[config.mk]
export PLATFORM = sky130hd
export DESIGN_NAME = hsv_color_region_fill_unit_flat
export DESIGN_NICKNAME = d
export VERILOG_FILES = /design/src/hw/rtl/hsvcr_pkg.sv /design/src/hw/rtl/hsvcr_in_if.sv /design/src/hw/rtl/hsvcr_out_if.sv /design/src/hw/rtl/hsv_color_region_fill_unit.sv /design/src/flat_wrapper.sv
export VERILOG_INCLUDE_DIRS = /design/src /design/src/hw/rtl
export SDC_FILE = /design/constraint.sdc
export NUM_CORES = 1
export LEC_CHECK = 0
export ABC_AREA = 1
export BUFFER_PORTS_ARGS = -buffer_cell sky130_fd_sc_hd__buf_2
export CORE_MARGIN = 10
export CORE_UTILIZATION = 53
export CTS_CLUSTER_DIAMETER = 40
export DETAILED_ROUTE_END_ITERATION = 10
export PLACE_DENSITY = 0.7
export SYNTH_ARGS = -nofsm -noshare
export SYNTH_HDL_FRONTEND = slang
export SYNTH_SLANG_ARGS = --single-unit
[constraint.sdc]
create_clock -name i_clk -period 7.1 [get_ports i_clk]
set_input_delay 1.065 -clock i_clk [delete_from_list [all_inputs] [get_ports i_clk]]
set_output_delay 1.065 -clock i_clk [all_outputs]
set_load 0.01 [all_outputs]
[src/hw/rtl/hsv_color_region_fill_unit_defines.svh]
// assertion macros used by hsv_color_region_fill_unit
`ifndef HSV_COLOR_REGION_FILL_UNIT_DEFINES_SVH
`define HSV_COLOR_REGION_FILL_UNIT_DEFINES_SVH

// same-cycle implication, checked after reset
`define HSVCR_ASSERT_NOW(label, ante, cons, msg) \
    label: assert property (@(posedge i_clk) disable iff (!i_rst_n) (ante) |-> (cons)) \
        else $error(msg);

// next-cycle implication, checked after reset
`define HSVCR_ASSERT_NEXT(label, ante, cons, msg) \
    label: assert property (@(posedge i_clk) disable iff (!i_rst_n) (ante) |=> (cons)) \
        else $error(msg);

`endif

[src/hw/rtl/hsvcr_pkg.sv]
package hsvcr_pkg;

    // field widths
    localparam int COMMAND_W      = 1;
    localparam int REGION_INDEX_W = 3;
    localparam int HUE_W          = 9;
    localparam int CHAN_W         = 8;
    localparam int COLOR_WORD_W   = 32;
    localparam int FILL_W         = 24;
    localparam int REGION_HIT_W   = 3;
    localparam int FILL_MODE_W    = 3;
    localparam int REGION_COUNT_W = 4;

    // configuration port
    localparam int CFG_INDEX_W = 1;
    localparam int CFG_DATA_W  = 4;

    // hue arithmetic runs signed, wide enough for the wrap terms
    localparam int HUE_DIFF_W = HUE_W + 2;
    localparam logic signed [HUE_DIFF_W-1:0] HUE_CIRCLE = 11'sd360;

    localparam logic [CHAN_W-1:0] MID_GRAY  = 8'd127;
    localparam logic [CHAN_W-1:0] CHAN_FULL = 8'd255;
    localparam logic [CHAN_W-1:0] CHAN_ZERO = 8'd0;

    typedef enum logic [COMMAND_W-1:0] {
        CMD_LOAD     = 1'b0,
        CMD_CLASSIFY = 1'b1
    } t_command;

    typedef enum logic [CFG_INDEX_W-1:0] {
        CFG_FILL_MODE    = 1'b0,
        CFG_REGION_COUNT = 1'b1
    } t_cfg_reg;

    typedef enum logic [FILL_MODE_W-1:0] {
        FILL_IDENTITY   = 3'd0,
        FILL_ORIGINAL   = 3'd1,
        FILL_BLACK      = 3'd2,
        FILL_WHITE      = 3'd3,
        FILL_MID_GRAY   = 3'd4,
        FILL_VALUE_GRAY = 3'd5
    } t_fill_mode;

    // one region's acceptance window
    typedef struct packed {
        logic [HUE_W-1:0]  hue_ref;
        logic [HUE_W-1:0]  hue_tolerance;
        logic [CHAN_W-1:0] sat_min;
        logic [CHAN_W-1:0] sat_max;
        logic [CHAN_W-1:0] val_min;
        logic [CHAN_W-1:0] val_max;
    } t_bounds;

    // one input transaction as held in the first stage
    typedef struct packed {
        t_command                  command;
        logic [REGION_INDEX_W-1:0] region_index;
        t_bounds                   bounds;
        logic [HUE_W-1:0]          pixel_hue;
        logic [CHAN_W-1:0]         pixel_sat;
        logic [CHAN_W-1:0]         pixel_val;
        logic [COLOR_WORD_W-1:0]   color_word;
    } t_item;

endpackage

[src/hw/rtl/hsvcr_in_if.sv]
interface hsvcr_in_if
    import hsvcr_pkg::*;
();
    logic                      valid;
    logic                      ready;
    logic [COMMAND_W-1:0]      command;
    logic [REGION_INDEX_W-1:0] region_index;
    logic [HUE_W-1:0]          hue_ref;
    logic [HUE_W-1:0]          hue_tolerance;
    logic [CHAN_W-1:0]         sat_min;
    logic [CHAN_W-1:0]         sat_max;
    logic [CHAN_W-1:0]         val_min;
    logic [CHAN_W-1:0]         val_max;
    logic [HUE_W-1:0]          pixel_hue;
    logic [CHAN_W-1:0]         pixel_sat;
    logic [CHAN_W-1:0]         pixel_val;
    logic [COLOR_WORD_W-1:0]   color_word;

    modport source (
        output valid, command, region_index, hue_ref, hue_tolerance, sat_min, sat_max,
               val_min, val_max, pixel_hue, pixel_sat, pixel_val, color_word,
        input  ready
    );

    modport sink (
        input  valid, command, region_index, hue_ref, hue_tolerance, sat_min, sat_max,
               val_min, val_max, pixel_hue, pixel_sat, pixel_val, color_word,
        output ready
    );
endinterface

[src/hw/rtl/hsvcr_out_if.sv]
interface hsvcr_out_if
    import hsvcr_pkg::*;
();
    logic                    valid;
    logic                    ready;
    logic [CHAN_W-1:0]       red;
    logic [CHAN_W-1:0]       green;
    logic [CHAN_W-1:0]       blue;
    logic [CHAN_W-1:0]       alpha;
    logic                    matched;
    logic [REGION_HIT_W-1:0] region_hit;

    modport source (
        output valid, red, green, blue, alpha, matched, region_hit,
        input  ready
    );

    modport sink (
        input  valid, red, green, blue, alpha, matched, region_hit,
        output ready
    );
endinterface

[src/hw/rtl/hsv_color_region_fill_unit.sv]
// channel   dir  payload                                           role
// i_pix     in   command, region_index, bounds, pixel hsv, color   load entry / classify pixel
// o_res     out  red, green, blue, alpha, matched, region_hit      one per classify, none if fill_mode > 5
// i_cfg_*   in   wr_en, index, data                                fill_mode, region_count
//
// one transaction per cycle while o_res is not stalled; a taken pixel is registered in stage 1,
// then stage 2, then the output register: stage 1 holds the transaction, the region compares
// feed stage 2, the priority pick and fill select feed the output register; all regions compare in parallel
// loads write the window table leaving stage 1 and the fill table leaving stage 2
// reset clears the pipeline and config registers; the region tables stay undefined
// a stall on o_res backs up through the stages to i_pix.ready; a load in stage 2 never waits
`include "hsv_color_region_fill_unit_defines.svh"

module hsv_color_region_fill_unit
    import hsvcr_pkg::*;
#(
    parameter int REGIONS = 8
) (
    input  logic                   i_clk,
    input  logic                   i_rst_n,
    input  logic                   i_cfg_wr_en,
    input  logic [CFG_INDEX_W-1:0] i_cfg_index,
    input  logic [CFG_DATA_W-1:0]  i_cfg_data,
    hsvcr_in_if.sink               i_pix,
    hsvcr_out_if.source            o_res
);

    localparam int HIT_W = (REGIONS > 1) ? $clog2(REGIONS) : 1;

    // hue within tolerance, measured around the circle
    function automatic logic hue_near(
        input logic [HUE_W-1:0] hue,
        input logic [HUE_W-1:0] center,
        input logic [HUE_W-1:0] tol
    );
        logic signed [HUE_DIFF_W-1:0] d;
        logic signed [HUE_DIFF_W-1:0] t;
        logic signed [HUE_DIFF_W-1:0] wrap_dn;
        logic signed [HUE_DIFF_W-1:0] wrap_up;
        logic                         ok;
        d       = signed'({2'b00, hue}) - signed'({2'b00, center});
        t       = signed'({2'b00, tol});
        wrap_dn = HUE_CIRCLE - d;
        wrap_up = HUE_CIRCLE + d;
        if (d > t) begin
            ok = (wrap_dn <= t);
        end else if (d < -t) begin
            ok = (wrap_up <= t);
        end else begin
            ok = 1'b1;
        end
        return ok;
    endfunction

    // configuration registers
    t_fill_mode                r_fill_mode;
    logic [REGION_COUNT_W-1:0] r_region_count;

    // region tables
    t_bounds           r_bounds [REGIONS];
    logic [FILL_W-1:0] r_fill   [REGIONS];

    // pipeline registers
    logic                      r_s1_valid;
    t_item                     r_s1_item;
    logic                      r_s2_valid;
    t_command                  r_s2_cmd;
    logic [REGION_INDEX_W-1:0] r_s2_index;
    logic [COLOR_WORD_W-1:0]   r_s2_color;
    logic [CHAN_W-1:0]         r_s2_val;
    logic [REGIONS-1:0]        r_s2_match;
    logic                      r_s3_valid;
    logic [CHAN_W-1:0]         r_s3_red;
    logic [CHAN_W-1:0]         r_s3_green;
    logic [CHAN_W-1:0]         r_s3_blue;
    logic [CHAN_W-1:0]         r_s3_alpha;
    logic                      r_s3_matched;
    logic [REGION_HIT_W-1:0]   r_s3_hit;

    logic                      n_s1_valid;
    t_item                     n_s1_item;
    logic                      n_s2_valid;
    logic                      n_s3_valid;
    logic [REGIONS-1:0]        n_s2_match;
    logic [CHAN_W-1:0]         n_s3_red;
    logic [CHAN_W-1:0]         n_s3_green;
    logic [CHAN_W-1:0]         n_s3_blue;
    logic [CHAN_W-1:0]         n_s3_alpha;

    // handshake and flow control
    logic                      s3_free;
    logic                      s2_adv;
    logic                      s2_free;
    logic                      s1_keep;
    logic                      s1_adv;
    logic                      s1_free;
    logic                      in_acc;

    // stage 2 selection
    logic [REGIONS-1:0]        s2_onehot;
    logic [HIT_W-1:0]          s2_hit;
    logic [FILL_W-1:0]         s2_fill;
    logic                      s2_found;

    // configuration writes
    always_ff @(posedge i_clk) begin
        if (!i_rst_n) begin
            r_fill_mode    <= FILL_IDENTITY;
            r_region_count <= '0;
        end else if (i_cfg_wr_en) begin
            case (t_cfg_reg'(i_cfg_index))
                CFG_FILL_MODE:    r_fill_mode    <= t_fill_mode'(i_cfg_data[FILL_MODE_W-1:0]);
                CFG_REGION_COUNT: r_region_count <= i_cfg_data[REGION_COUNT_W-1:0];
                default: ;
            endcase
        end
    end

    // flow control: loads leave stage 2 without touching the output
    assign s3_free = !r_s3_valid || o_res.ready;
    assign s2_adv  = r_s2_valid && ((r_s2_cmd == CMD_LOAD) || s3_free);
    assign s2_free = !r_s2_valid || s2_adv;
    assign s1_keep = (r_s1_item.command == CMD_LOAD) || (r_fill_mode <= FILL_VALUE_GRAY);
    assign s1_adv  = r_s1_valid && (!s1_keep || s2_free);
    assign s1_free = !r_s1_valid || s1_adv;
    assign in_acc  = i_pix.valid && s1_free;
    assign i_pix.ready = s1_free;

    assign n_s1_valid = in_acc || (r_s1_valid && !s1_adv);
    assign n_s2_valid = (s1_adv && s1_keep) || (r_s2_valid && !s2_adv);
    assign n_s3_valid = (s2_adv && (r_s2_cmd == CMD_CLASSIFY)) || (r_s3_valid && !o_res.ready);

    always_ff @(posedge i_clk) begin
        if (!i_rst_n) begin
            r_s1_valid <= 1'b0;
            r_s2_valid <= 1'b0;
            r_s3_valid <= 1'b0;
        end else begin
            r_s1_valid <= n_s1_valid;
            r_s2_valid <= n_s2_valid;
            r_s3_valid <= n_s3_valid;
        end
    end

    // pack the incoming transaction
    always_comb begin
        n_s1_item.command              = t_command'(i_pix.command);
        n_s1_item.region_index         = i_pix.region_index;
        n_s1_item.bounds.hue_ref       = i_pix.hue_ref;
        n_s1_item.bounds.hue_tolerance = i_pix.hue_tolerance;
        n_s1_item.bounds.sat_min       = i_pix.sat_min;
        n_s1_item.bounds.sat_max       = i_pix.sat_max;
        n_s1_item.bounds.val_min       = i_pix.val_min;
        n_s1_item.bounds.val_max       = i_pix.val_max;
        n_s1_item.pixel_hue            = i_pix.pixel_hue;
        n_s1_item.pixel_sat            = i_pix.pixel_sat;
        n_s1_item.pixel_val            = i_pix.pixel_val;
        n_s1_item.color_word           = i_pix.color_word;
    end

    // stage 1: compare against every region in use, skipping region 0 in white fill mode
    always_comb begin
        for (int k = 0; k < REGIONS; k++) begin
            n_s2_match[k] = ((k != 0) || (r_fill_mode != FILL_WHITE))
                && (k < int'(r_region_count))
                && hue_near(r_s1_item.pixel_hue, r_bounds[k].hue_ref,
                            r_bounds[k].hue_tolerance)
                && (r_s1_item.pixel_sat >= r_bounds[k].sat_min)
                && (r_s1_item.pixel_sat <= r_bounds[k].sat_max)
                && (r_s1_item.pixel_val >= r_bounds[k].val_min)
                && (r_s1_item.pixel_val <= r_bounds[k].val_max);
        end
    end

    // stage 2: first hit wins
    always_comb begin
        s2_onehot = r_s2_match & (~r_s2_match + 1'b1);
        s2_found  = |r_s2_match;
        s2_hit    = '0;
        s2_fill   = '0;
        for (int k = 0; k < REGIONS; k++) begin
            if (s2_onehot[k]) begin
                s2_hit  = s2_hit | HIT_W'(k);
                s2_fill = s2_fill | r_fill[k];
            end
        end
    end

    // stage 2: output color
    always_comb begin
        n_s3_red   = r_s2_color[31:24];
        n_s3_green = r_s2_color[23:16];
        n_s3_blue  = r_s2_color[15:8];
        n_s3_alpha = r_s2_color[7:0];
        if (r_fill_mode == FILL_IDENTITY) begin
            n_s3_alpha = r_s2_color[7:0];
        end else if (s2_found) begin
            n_s3_red   = s2_fill[23:16];
            n_s3_green = s2_fill[15:8];
            n_s3_blue  = s2_fill[7:0];
            n_s3_alpha = (r_fill_mode == FILL_WHITE) ? CHAN_ZERO : CHAN_FULL;
        end else begin
            case (r_fill_mode)
                FILL_BLACK: begin
                    n_s3_red   = CHAN_ZERO;
                    n_s3_green = CHAN_ZERO;
                    n_s3_blue  = CHAN_ZERO;
                    n_s3_alpha = CHAN_FULL;
                end
                FILL_WHITE: begin
                    n_s3_red   = CHAN_FULL;
                    n_s3_green = CHAN_FULL;
                    n_s3_blue  = CHAN_FULL;
                    n_s3_alpha = CHAN_FULL;
                end
                FILL_MID_GRAY: begin
                    n_s3_red   = MID_GRAY;
                    n_s3_green = MID_GRAY;
                    n_s3_blue  = MID_GRAY;
                    n_s3_alpha = CHAN_FULL;
                end
                FILL_VALUE_GRAY: begin
                    n_s3_red   = r_s2_val;
                    n_s3_green = r_s2_val;
                    n_s3_blue  = r_s2_val;
                    n_s3_alpha = CHAN_FULL;
                end
                default: begin
                    n_s3_alpha = r_s2_color[7:0];
                end
            endcase
        end
    end

    // payload registers
    always_ff @(posedge i_clk) begin
        if (in_acc) begin
            r_s1_item <= n_s1_item;
        end
        if (s1_adv && s1_keep) begin
            r_s2_cmd   <= r_s1_item.command;
            r_s2_index <= r_s1_item.region_index;
            r_s2_color <= r_s1_item.color_word;
            r_s2_val   <= r_s1_item.pixel_val;
            r_s2_match <= n_s2_match;
        end
        if (s2_adv && (r_s2_cmd == CMD_CLASSIFY)) begin
            r_s3_red     <= n_s3_red;
            r_s3_green   <= n_s3_green;
            r_s3_blue    <= n_s3_blue;
            r_s3_alpha   <= n_s3_alpha;
            r_s3_matched <= s2_found;
            r_s3_hit     <= REGION_HIT_W'(s2_hit);
        end
    end

    // table writes; an index past the table matches no entry
    always_ff @(posedge i_clk) begin
        for (int k = 0; k < REGIONS; k++) begin
            if (s1_adv && (r_s1_item.command == CMD_LOAD)
                    && (int'(r_s1_item.region_index) == k)) begin
                r_bounds[k] <= r_s1_item.bounds;
            end
            if (s2_adv && (r_s2_cmd == CMD_LOAD) && (int'(r_s2_index) == k)) begin
                r_fill[k] <= r_s2_color[FILL_W-1:0];
            end
        end
    end

    // result channel
    assign o_res.valid      = r_s3_valid;
    assign o_res.red        = r_s3_red;
    assign o_res.green      = r_s3_green;
    assign o_res.blue       = r_s3_blue;
    assign o_res.alpha      = r_s3_alpha;
    assign o_res.matched    = r_s3_matched;
    assign o_res.region_hit = r_s3_hit;

    // checks
    `HSVCR_ASSERT_NOW(a_hit_zero_when_unmatched, o_res.valid && !o_res.matched,
        o_res.region_hit == '0, "region_hit set without a match")
    `HSVCR_ASSERT_NOW(a_white_match_clear_alpha,
        o_res.valid && o_res.matched && (r_fill_mode == FILL_WHITE),
        o_res.alpha == CHAN_ZERO, "white mode match must clear alpha")
    `HSVCR_ASSERT_NOW(a_no_match_without_regions,
        r_s2_valid && (r_s2_cmd == CMD_CLASSIFY) && (r_region_count == '0),
        r_s2_match == '0, "match reported with no regions in use")
    `HSVCR_ASSERT_NEXT(a_classify_reaches_output,
        r_s2_valid && (r_s2_cmd == CMD_CLASSIFY) && s3_free,
        r_s3_valid, "classified pixel lost between stage 2 and output")

endmodule
[src/flat_wrapper.sv]
// flat-port wrapper written by rule: the top's interface ports become plain ports
module hsv_color_region_fill_unit_flat import hsvcr_pkg::*;
#(
    parameter int REGIONS = 8
)
  (i_clk, i_rst_n, i_cfg_wr_en, i_cfg_index, i_cfg_data, i_pix_valid, i_pix_command, i_pix_region_index, i_pix_hue_ref, i_pix_hue_tolerance, i_pix_sat_min, i_pix_sat_max, i_pix_val_min, i_pix_val_max, i_pix_pixel_hue, i_pix_pixel_sat, i_pix_pixel_val, i_pix_color_word, i_pix_ready, o_res_valid, o_res_red, o_res_green, o_res_blue, o_res_alpha, o_res_matched, o_res_region_hit, o_res_ready);
  hsvcr_in_if i_pix_i ();
  hsvcr_out_if o_res_i ();
  input  logic i_clk;
  input  logic i_rst_n;
  input  logic i_cfg_wr_en;
  input  logic [CFG_INDEX_W-1:0] i_cfg_index;
  input  logic [CFG_DATA_W-1:0] i_cfg_data;
  input wire logic [$bits(i_pix_i.valid)-1:0] i_pix_valid;
  input wire logic [$bits(i_pix_i.command)-1:0] i_pix_command;
  input wire logic [$bits(i_pix_i.region_index)-1:0] i_pix_region_index;
  input wire logic [$bits(i_pix_i.hue_ref)-1:0] i_pix_hue_ref;
  input wire logic [$bits(i_pix_i.hue_tolerance)-1:0] i_pix_hue_tolerance;
  input wire logic [$bits(i_pix_i.sat_min)-1:0] i_pix_sat_min;
  input wire logic [$bits(i_pix_i.sat_max)-1:0] i_pix_sat_max;
  input wire logic [$bits(i_pix_i.val_min)-1:0] i_pix_val_min;
  input wire logic [$bits(i_pix_i.val_max)-1:0] i_pix_val_max;
  input wire logic [$bits(i_pix_i.pixel_hue)-1:0] i_pix_pixel_hue;
  input wire logic [$bits(i_pix_i.pixel_sat)-1:0] i_pix_pixel_sat;
  input wire logic [$bits(i_pix_i.pixel_val)-1:0] i_pix_pixel_val;
  input wire logic [$bits(i_pix_i.color_word)-1:0] i_pix_color_word;
  output wire logic [$bits(i_pix_i.ready)-1:0] i_pix_ready;
  output wire logic [$bits(o_res_i.valid)-1:0] o_res_valid;
  output wire logic [$bits(o_res_i.red)-1:0] o_res_red;
  output wire logic [$bits(o_res_i.green)-1:0] o_res_green;
  output wire logic [$bits(o_res_i.blue)-1:0] o_res_blue;
  output wire logic [$bits(o_res_i.alpha)-1:0] o_res_alpha;
  output wire logic [$bits(o_res_i.matched)-1:0] o_res_matched;
  output wire logic [$bits(o_res_i.region_hit)-1:0] o_res_region_hit;
  input wire logic [$bits(o_res_i.ready)-1:0] o_res_ready;
  assign i_pix_i.valid = i_pix_valid;
  assign i_pix_i.command = i_pix_command;
  assign i_pix_i.region_index = i_pix_region_index;
  assign i_pix_i.hue_ref = i_pix_hue_ref;
  assign i_pix_i.hue_tolerance = i_pix_hue_tolerance;
  assign i_pix_i.sat_min = i_pix_sat_min;
  assign i_pix_i.sat_max = i_pix_sat_max;
  assign i_pix_i.val_min = i_pix_val_min;
  assign i_pix_i.val_max = i_pix_val_max;
  assign i_pix_i.pixel_hue = i_pix_pixel_hue;
  assign i_pix_i.pixel_sat = i_pix_pixel_sat;
  assign i_pix_i.pixel_val = i_pix_pixel_val;
  assign i_pix_i.color_word = i_pix_color_word;
  assign i_pix_ready = i_pix_i.ready;
  assign o_res_valid = o_res_i.valid;
  assign o_res_red = o_res_i.red;
  assign o_res_green = o_res_i.green;
  assign o_res_blue = o_res_i.blue;
  assign o_res_alpha = o_res_i.alpha;
  assign o_res_matched = o_res_i.matched;
  assign o_res_region_hit = o_res_i.region_hit;
  assign o_res_i.ready = o_res_ready;
  hsv_color_region_fill_unit #(.REGIONS(REGIONS)) u_core (.i_clk(i_clk), .i_rst_n(i_rst_n), .i_cfg_wr_en(i_cfg_wr_en), .i_cfg_index(i_cfg_index), .i_cfg_data(i_cfg_data), .i_pix(i_pix_i), .o_res(o_res_i));
endmodule
# Yosys cells after proc, flatten, opt, wreduce, memory -nomap -nowiden
# Memories as Yosys holds them, arrays and structs flattened.
# Index checks and enable logic that the tools add are counted.
[word_totals] output_inout_bits=38 mem_count=2 word_cells=391 regBits=209 ramBits=592 input_bits=121
[memory_table] name="u_core.r_bounds" words=8 width=50 rd=8 rd_clocked_by_memory_dff=0 write_ports=1 line="hsv_color_region_fill_unit.sv:60" source="t_bounds r_bounds [REGIONS];"
[memory_table] name="u_core.r_fill" words=8 width=24 rd=8 rd_clocked_by_memory_dff=0 write_ports=1 line="hsv_color_region_fill_unit.sv:61" source="logic [FILL_W-1:0] r_fill [REGIONS];"
[op_classes] bitwise_logic=12 magnitude_cmp=73 n_mux=116 n_addsub=33 reduce_logical=106 n_eq_ne=19
[ops] op="2-to-1 mux 24 bit" n=15
[ops] op="2-to-1 mux 50 bit" n=7
[ops] op="OR reduction 50 bit" n=7
[ops] op="<= comparator 11 x 10 -> 1 bit" n=16
[ops] op="OR 24 bit" n=7
[ops] op="OR reduction 24 bit" n=7
[ops] op="greater-or-equal comparator 8 bit" n=16
[ops] op="<= comparator 8 bit" n=16
[ops] op="case mux 8 bit (4 select lines)" n=3
[ops] op="adder 10 x 11 -> 11 bit (first input constant)" n=8
[ops] op="> comparator 11 x 10 -> 1 bit" n=8
[ops] op="< comparator 11 bit" n=8
[ops] op="negation 9 -> 11 bit" n=8
[ops] op="subtractor 10 x 11 -> 11 bit (first input constant)" n=8
[ops] op="2-to-1 mux 8 bit" n=10
[ops] op="subtractor 9 x 9 -> 10 bit" n=8
[ops] op="logical AND 1 bit" n=67
[ops] op="2-to-1 mux 1 bit" n=63
[ops] op="2-to-1 mux 3 bit" n=16
[ops] op="== test 3 bit (second input constant)" n=10
[ops] op="== test 3 x 2 -> 1 bit (second input constant)" n=6
[ops] op="< comparator 3 x 4 -> 1 bit (first input constant)" n=4
[ops] op="logical NOT 3 bit" n=3
[ops] op="logical OR 1 bit" n=9
[ops] op="15 further kinds" n=29

# Longest topological paths before layout
[depth] ltp_word=20 ltp_mapped=26 ltp_nobuf=26

# Worst setup path after synthesis
# Ideal clock, no wire load.
[synth_path] path_type="input-to-reg" start="in o_res_ready" end="mem u_core.r_bounds[0][0] (netlist bit), enable pin" arrival_ps=3640 cell_stages=8 slack_ps=3002 path_cell_list="nor2_1 inv_1 nor2_1 nand2_1 nand2_1 nor2_1 nand2_1 nor2_1"
[synth_via] elab_chain_cells=18 elab_cells_between_ends=52
[synth_rtl] element="start: declaration" line="flat_wrapper.sv:35" source="input wire logic [$bits(o_res_i.ready)-1:0] o_res_ready;"
[synth_rtl] element="logical OR 1 bit (*)" line="hsv_color_region_fill_unit.sv:120" source="assign s3_free = !r_s3_valid || o_res.ready;"
[synth_rtl] element="logical OR 1 bit (*)" line="hsv_color_region_fill_unit.sv:121" source="assign s2_adv = r_s2_valid && ((r_s2_cmd == CMD_LOAD) || s3_free);"
[synth_rtl] element="logical AND 1 bit (*)" line="hsv_color_region_fill_unit.sv:121"
[synth_rtl] element="logical OR 1 bit (*)" line="hsv_color_region_fill_unit.sv:122" source="assign s2_free = !r_s2_valid || s2_adv;"
[synth_rtl] element="logical OR 1 bit (*)" line="hsv_color_region_fill_unit.sv:124" source="assign s1_adv = r_s1_valid && (!s1_keep || s2_free);"
[synth_rtl] element="logical AND 1 bit (*)" line="hsv_color_region_fill_unit.sv:124"
[synth_rtl] element="logical AND 1 bit (*)" line="hsv_color_region_fill_unit.sv:260" source="if (s1_adv && (r_s1_item.command == CMD_LOAD)"
[synth_rtl] element="logical AND 1 bit" line="hsv_color_region_fill_unit.sv:261" source="&& (int'(r_s1_item.region_index) == k)) begin"
[synth_rtl] element="2-to-1 mux 1 bit" line="hsv_color_region_fill_unit.sv:260"
[synth_rtl] element="2-to-1 mux 1 bit (implied by the code)" line="hsv_color_region_fill_unit.sv:262" source="r_bounds[k] <= r_s1_item.bounds;"
[synth_rtl] element="OR reduction 50 bit (no source line)"
[synth_rtl] element="2-to-1 mux 3 bit (no source line) / 2-to-1 mux 1 bit (equally long branches) (7 in series)"
[synth_rtl] element="end: declaration" line="hsv_color_region_fill_unit.sv:60"
# Mark *: on every way between the ends. The rest lies on a longest branch, timed or not.

# Worst setup path after layout
[layout_path] start="reg u_core.r_s1_item[49] (netlist bit)" end="reg u_core.r_s2_match[0], data pin"
[layout_via] elab_chain_cells=10 elab_cells_between_ends=14
[layout_rtl] element="start: declaration" line="hsv_color_region_fill_unit.sv:65" source="t_item r_s1_item;"
[layout_rtl] element="start signal: assignment" line="hsv_color_region_fill_unit.sv:238" source="r_s1_item <= n_s1_item;"
[layout_rtl] element="subtractor 9 x 9 -> 10 bit (*)" line="hsv_color_region_fill_unit.sv:41" source="d = signed'({2'b00, hue}) - signed'({2'b00, center});"
[layout_rtl] element="adder 10 x 11 -> 11 bit" line="hsv_color_region_fill_unit.sv:44" source="wrap_up = HUE_CIRCLE + d;"
[layout_rtl] element="<= comparator 11 x 10 -> 1 bit" line="hsv_color_region_fill_unit.sv:48" source="ok = (wrap_up <= t);"
[layout_rtl] element="2-to-1 mux 1 bit" line="hsv_color_region_fill_unit.sv:47" source="end else if (d < -t) begin"
[layout_rtl] element="2-to-1 mux 1 bit (*)" line="hsv_color_region_fill_unit.sv:45" source="if (d > t) begin"
[layout_rtl] element="logical AND 1 bit (*)" line="hsv_color_region_fill_unit.sv:166" source="&& hue_near(r_s1_item.pixel_hue, r_bounds[k].hue_ref,"
[layout_rtl] element="logical AND 1 bit (*)" line="hsv_color_region_fill_unit.sv:168" source="&& (r_s1_item.pixel_sat >= r_bounds[k].sat_min)"
[layout_rtl] element="logical AND 1 bit (*)" line="hsv_color_region_fill_unit.sv:169" source="&& (r_s1_item.pixel_sat <= r_bounds[k].sat_max)"
[layout_rtl] element="logical AND 1 bit (*)" line="hsv_color_region_fill_unit.sv:170" source="&& (r_s1_item.pixel_val >= r_bounds[k].val_min)"
[layout_rtl] element="logical AND 1 bit (*)" line="hsv_color_region_fill_unit.sv:171" source="&& (r_s1_item.pixel_val <= r_bounds[k].val_max);"
[layout_rtl] element="named net u_core.n_s2_match[0]" line="hsv_color_region_fill_unit.sv:84" source="logic [REGIONS-1:0] n_s2_match;"
[layout_rtl] element="end signal: assignment" line="hsv_color_region_fill_unit.sv:245" source="r_s2_match <= n_s2_match;"
[layout_rtl] element="end: declaration" line="hsv_color_region_fill_unit.sv:71" source="logic [REGIONS-1:0] r_s2_match;"
# Mark *: on every way through the listed nets, which the timed path passes. The rest lies on a longest branch.
# A chain may end at the register's enable or synchronous reset.

==> run summary <==
===============================================================================================
Total routed wire length on the met1 layer                                             52300 um
Peak supply drop                                                                     0.000232 V
Starting DRT DRC Count                                                                     2987
Combinational share of power                                                              11.9%
Final count of hold timing violations                                                         0
Maximum fanout count along the critical path                                                  9
DRC errors left                                                                               0
Number of clock sinks                                                                       801
Master cell of the clock root buffer                                               sky130_fd_sc_hd__clkbuf_16
Post-synthesis register bit count                                                           801
Switching Share                                                                           26.2%
Number of unique standard cell types used by synthesis                                       49
Routed length per instance                                                              18.7 um
Capture instance of the worst register-to-register path                            u_core.r_s2_match[0]$_DFFE_PP_
Cell Chain, Critical Path                                                          buf_4 > inv_1 > fa_1 > inv_1 > nand3_1 > nand3_1 > xor2_1 > inv_1 > ha_1 > o21bai_1 > nor2_1 > nand2_1 > nor2_1 > nor2_1 > ha_1 > nand2_1 > inv_1 > nand4_1 > o32ai_1 > o21ai_0 > nand3_1 > nand2_1 > a21oi_1
Die outline width                                                                        320 um
Height of the chip                                                                       320 um
Post-Syn Instances                                                                         4950
Number of global-route vias before repair                                                 34700
Main synth FF type                                                                 sky130_fd_sc_hd__edfxtp_1
Total via count after detailed routing                                                    35600
Headroom to the max-slew limit                                                            19.4%
RSZ-0062 raised after global routing                                                         no
Internal cell power                                                                     9.11 mW
Number of standard-cell rows in the floorplan                                               110
CTS H-Tree Depth                                                                              3
First-pass GRT wire length                                                            188000 um
GRT Overall Usage                                                                         23.2%
Uppermost layer routed                                                                     met4
Run status                                                                         finished clean
Diode count                                                                                   0
Clock latency on the worst-skew pair                                                     700 ps
Most common cell on crit path                                                      sky130_fd_sc_hd__inv_1
Final design instance area without fill                                             54000 sq um
Required arrival time at the worst endpoint                                             7640 ps
Gp weighted congestion                                                                    0.908
Type of origin of the critical path                                                    register
Count of port buffers added during placement                                                158
Cell accounting for the most synthesized area                                      sky130_fd_sc_hd__edfxtp_1
Worst-margin pin slew                                                                   1210 ps
Cell types with the largest area share after synthesis                             sky130_fd_sc_hd__edfxtp_1 (50%), sky130_fd_sc_hd__ha_1 (16%), sky130_fd_sc_hd__nand2_1 (8.4%)
Area share of the largest cell type after synthesis                                       49.7%
Detailed-routed wire length on met3                                                     7140 um
Setup crit end kind                                                                    register
Total length of routed wires                                                          121000 um
Net Count, Synth                                                                           5687
NumNets Final                                                                              5950
Synth Area per Inst                                                                  9.65 sq um
Arrival time of data at the critical path endpoint                                      4960 ps
Path type of the worst setup path                                                    reg -> reg
Post-synthesis cell area                                                            47800 sq um
Source of the worst register-to-register timing path                               u_core.r_s1_item[49]$_DFFE_PP_
Total power per unit cell area                                                      229 nW/um^2
Largest net degree at the start of global routing                                            62
Net switching power of the design                                                       3.23 mW
Area enclosed by the die boundary                                                  103000 sq um
Total I/O pin count                                                                         159
Post-Route Setup TNS                                                                       0 ps
Area added between synthesis and finish                                                   13.0%
Vias per inst                                                                              5.50
Max-capacitance violation count                                                               0
Initial core utilization                                                                  53.3%
Final worst path period need                                                            4420 ps
Clock input transition at the sequential cells of the worst setup and hold paths          60 ps
Relative contribution of sequential cells to total power                                  43.9%
HPWL after detailed placement                                                          85300 um
Number of hold buffers added after CTS                                                        0
Worst path max stage delay                                                               560 ps
Detailed route wirelength on metal2                                                    58400 um
Slew Viols, Final                                                                             0
Worst-case clock skew                                                                   59.0 ps
Count of endpoints failing setup in the final report                                          0
TritonCTS clock tree                                                                      built
Iteration count of the initial detailed-routing pass                                          6
Remaining global-route overflow                                                               0
Critical Path End                                                                  u_core.r_s2_match[0]$_DFFE_PP_
Buffers inserted during post-CTS setup optimization                                           0
Max Clk Rate                                                                            226 MHz
Final total power                                                                       12.3 mW
Async S/R FF share, synth                                                                    0%
Antenna violations before repair                                                              4
Buffers from clock root to sink, at most                                                      3
Number of antenna-violating nets in the routed design                                         0
Synth warnings                                                                                0
Fraction of final layout cells sized beyond drive strength 1                              7.99%
Portion of the post-synthesis area used by sequential elements                            50.1%
Highest-delay cell along the critical path                                         sky130_fd_sc_hd__fa_1
Placement Cell Area                                                                 50300 sq um
Number of enable-type register cells in the synthesized netlist                             791
CP Launch Point                                                                    u_core.r_s1_item[49]$_DFFE_PP_
Ratio of final minimum period to clock period                                             62.3%
Final core occ                                                                            60.2%
Depth of the worst register-to-register path                                                 23
Portion of total power attributed to the clock network                                    44.2%
Setup slack of the most critical reg-to-reg path                                        2680 ps
Cts bufs inserted                                                                           108
Leakage power figure                                                                    24.6 nW
Post-CTS sizing                                                                               0
Core footprint                                                                      89700 sq um
Class of the most critical hold timing path                                          reg -> reg
===============================================================================================
per-stage QoR:
| step | hold WS (ps) | instances | worst slack, ps |
|---|---|---|---|
| 4_1_cts | 415 | 6481 | 2650 |
| 3_3_place_gp | 401 | 6279 | 2760 |
| 6_report | 418 | 6481 | 2680 |
| 5_1_grt | 423 | 6481 | 2150 |
| 2_1_floorplan | 400 | 4950 | 3000 |
| 3_5_place_dp | 405 | 6279 | 2670 |
cells by family after synthesis:
logic type | share of synthesized area (%)
and+or+nand+nor | 17.5
buffers and inverters | 7.00
DFF | 50.1
adders and majority gates | 16.3
AOI/OAI and AO/OA | 7.09
xor gates and xnor gates | 1.98
layout by cell type (no fill, tap or decap), drive strengths merged, types with 7 or more instances in the layout:
| master | Yosys | routed |
|---|---|---|
| edfxtp | 791 | 791 |
| bufinv | 0 | 11 |
| clkinvlp | 0 | 11 |
| a21oi | 304 | 304 |
| o21bai | 20 | 20 |
| o2111ai | 15 | 15 |
| nand3b | 12 | 12 |
| o211ai | 32 | 32 |
| nor3 | 43 | 43 |
| nand3 | 413 | 413 |
| fa | 8 | 8 |
| xnor2 | 22 | 22 |
| clkbuf | 33 | 120 |
| nand2 | 1066 | 1066 |
| xor2 | 86 | 86 |
| nor2 | 266 | 266 |
| dfxtp | 10 | 10 |
| or2 | 11 | 11 |
| o21ai | 123 | 123 |
| nand4 | 129 | 129 |
| buf | 10 | 196 |
| o221ai | 7 | 7 |
| clkinv | 1 | 44 |
| ha | 608 | 608 |
| inv | 844 | 861 |
| o21a | 15 | 15 |
| a221oi | 19 | 19 |
| a21o | 17 | 17 |
worst max-delay path, delay by kind of cell, from the launching register on:
family                     cells  cell delay (ps)
adders and majority gates      3             1040
buffers and inverters          5              870
AOI/OAI and AO/OA              4              670
xor gates and xnor gates       1              470
and+or+nand+nor               10              870
DFF                            1              320
synthesized netlist by cell type (32+ instances only):
master	number
sky130_fd_sc_hd__o211ai_1	32
sky130_fd_sc_hd__nor2_1	266
sky130_fd_sc_hd__nor3_1	41
sky130_fd_sc_hd__clkbuf_1	32
sky130_fd_sc_hd__ha_1	608
sky130_fd_sc_hd__edfxtp_1	791
sky130_fd_sc_hd__inv_1	841
sky130_fd_sc_hd__nand4_1	129
sky130_fd_sc_hd__nand3_1	412
sky130_fd_sc_hd__xor2_1	86
sky130_fd_sc_hd__nand2_1	1064
sky130_fd_sc_hd__a21oi_1	304
sky130_fd_sc_hd__o21ai_0	123
sequential cells by signal (all words and copies together), names as in the netlist:
register,count
u_core.o_res.matched,1
u_core.r_fill_mode,3
u_core.o_res.blue,8
u_core.o_res.green,8
u_core.r_s2_index,3
u_core.r_s2_match,8
u_core.r_bounds,400
u_core.r_fill,192
u_core.r_s2_valid,1
u_core.r_s2_cmd,1
u_core.r_s2_val,8
u_core.r_s1_item,111
u_core.o_res.region_hit,3
u_core.r_s1_valid,1
u_core.r_region_count,4
u_core.o_res.alpha,8
u_core.o_res.red,8
u_core.o_res.valid,1
u_core.r_s2_color,32
layer usage:
layer	vias up	global-route usage, %
met1	16800	30.2
li1	17500	-
met2	1052	39.8
met5	-	0
met4	0	7.13
met3	201	3.13
power groups by stage:
stage                     Combinational [mW]  Sequential (mW)  Clock [mW]
after global placement                  1.42             5.51           0
after detailed placement                1.45             5.51           0
after global routing                    1.69             5.42        5.75
after CTS                               1.47             5.41        5.54
final                                   1.47             5.42        5.46
after floorplan                         1.06             5.45           0
worst min-delay path by stage:
stage / from / endpoint / slack, ps / cells past startpoint
6_report: u_core.r_s1_item[15]$_DFFE_PP_ / u_core.r_s2_color[15]$_DFFE_PP_ / 420 / 0
5_1_grt: u_core.r_s1_item[16]$_DFFE_PP_ / u_core.r_s2_color[16]$_DFFE_PP_ / 420 / 0
4_1_cts: u_core.r_s1_item[16]$_DFFE_PP_ / u_core.r_s2_color[16]$_DFFE_PP_ / 410 / 0
3_5_place_dp: u_core.r_s1_item[12]$_DFFE_PP_ / u_core.r_s2_color[12]$_DFFE_PP_ / 400 / 0
3_3_place_gp: u_core.r_s1_item[6]$_DFFE_PP_ / u_core.r_s2_color[6]$_DFFE_PP_ / 400 / 0
2_1_floorplan: u_core.r_s1_item[0]$_DFFE_PP_ / u_core.r_s2_color[0]$_DFFE_PP_ / 400 / 0
cell type report:
class                           count  area [sq um]
Fill cell                        7456         35700
Sequential cell                   801         24000
Multi-Input combinational cell   3261         20600
Inverter                          845          3180
Clock buffer                      120          2790
Tap cell                         1176          1470
Timing Repair Buffer              196          1080
Clock inverter                     82           927
Note: power is estimated with default switching activity, not from simulation.
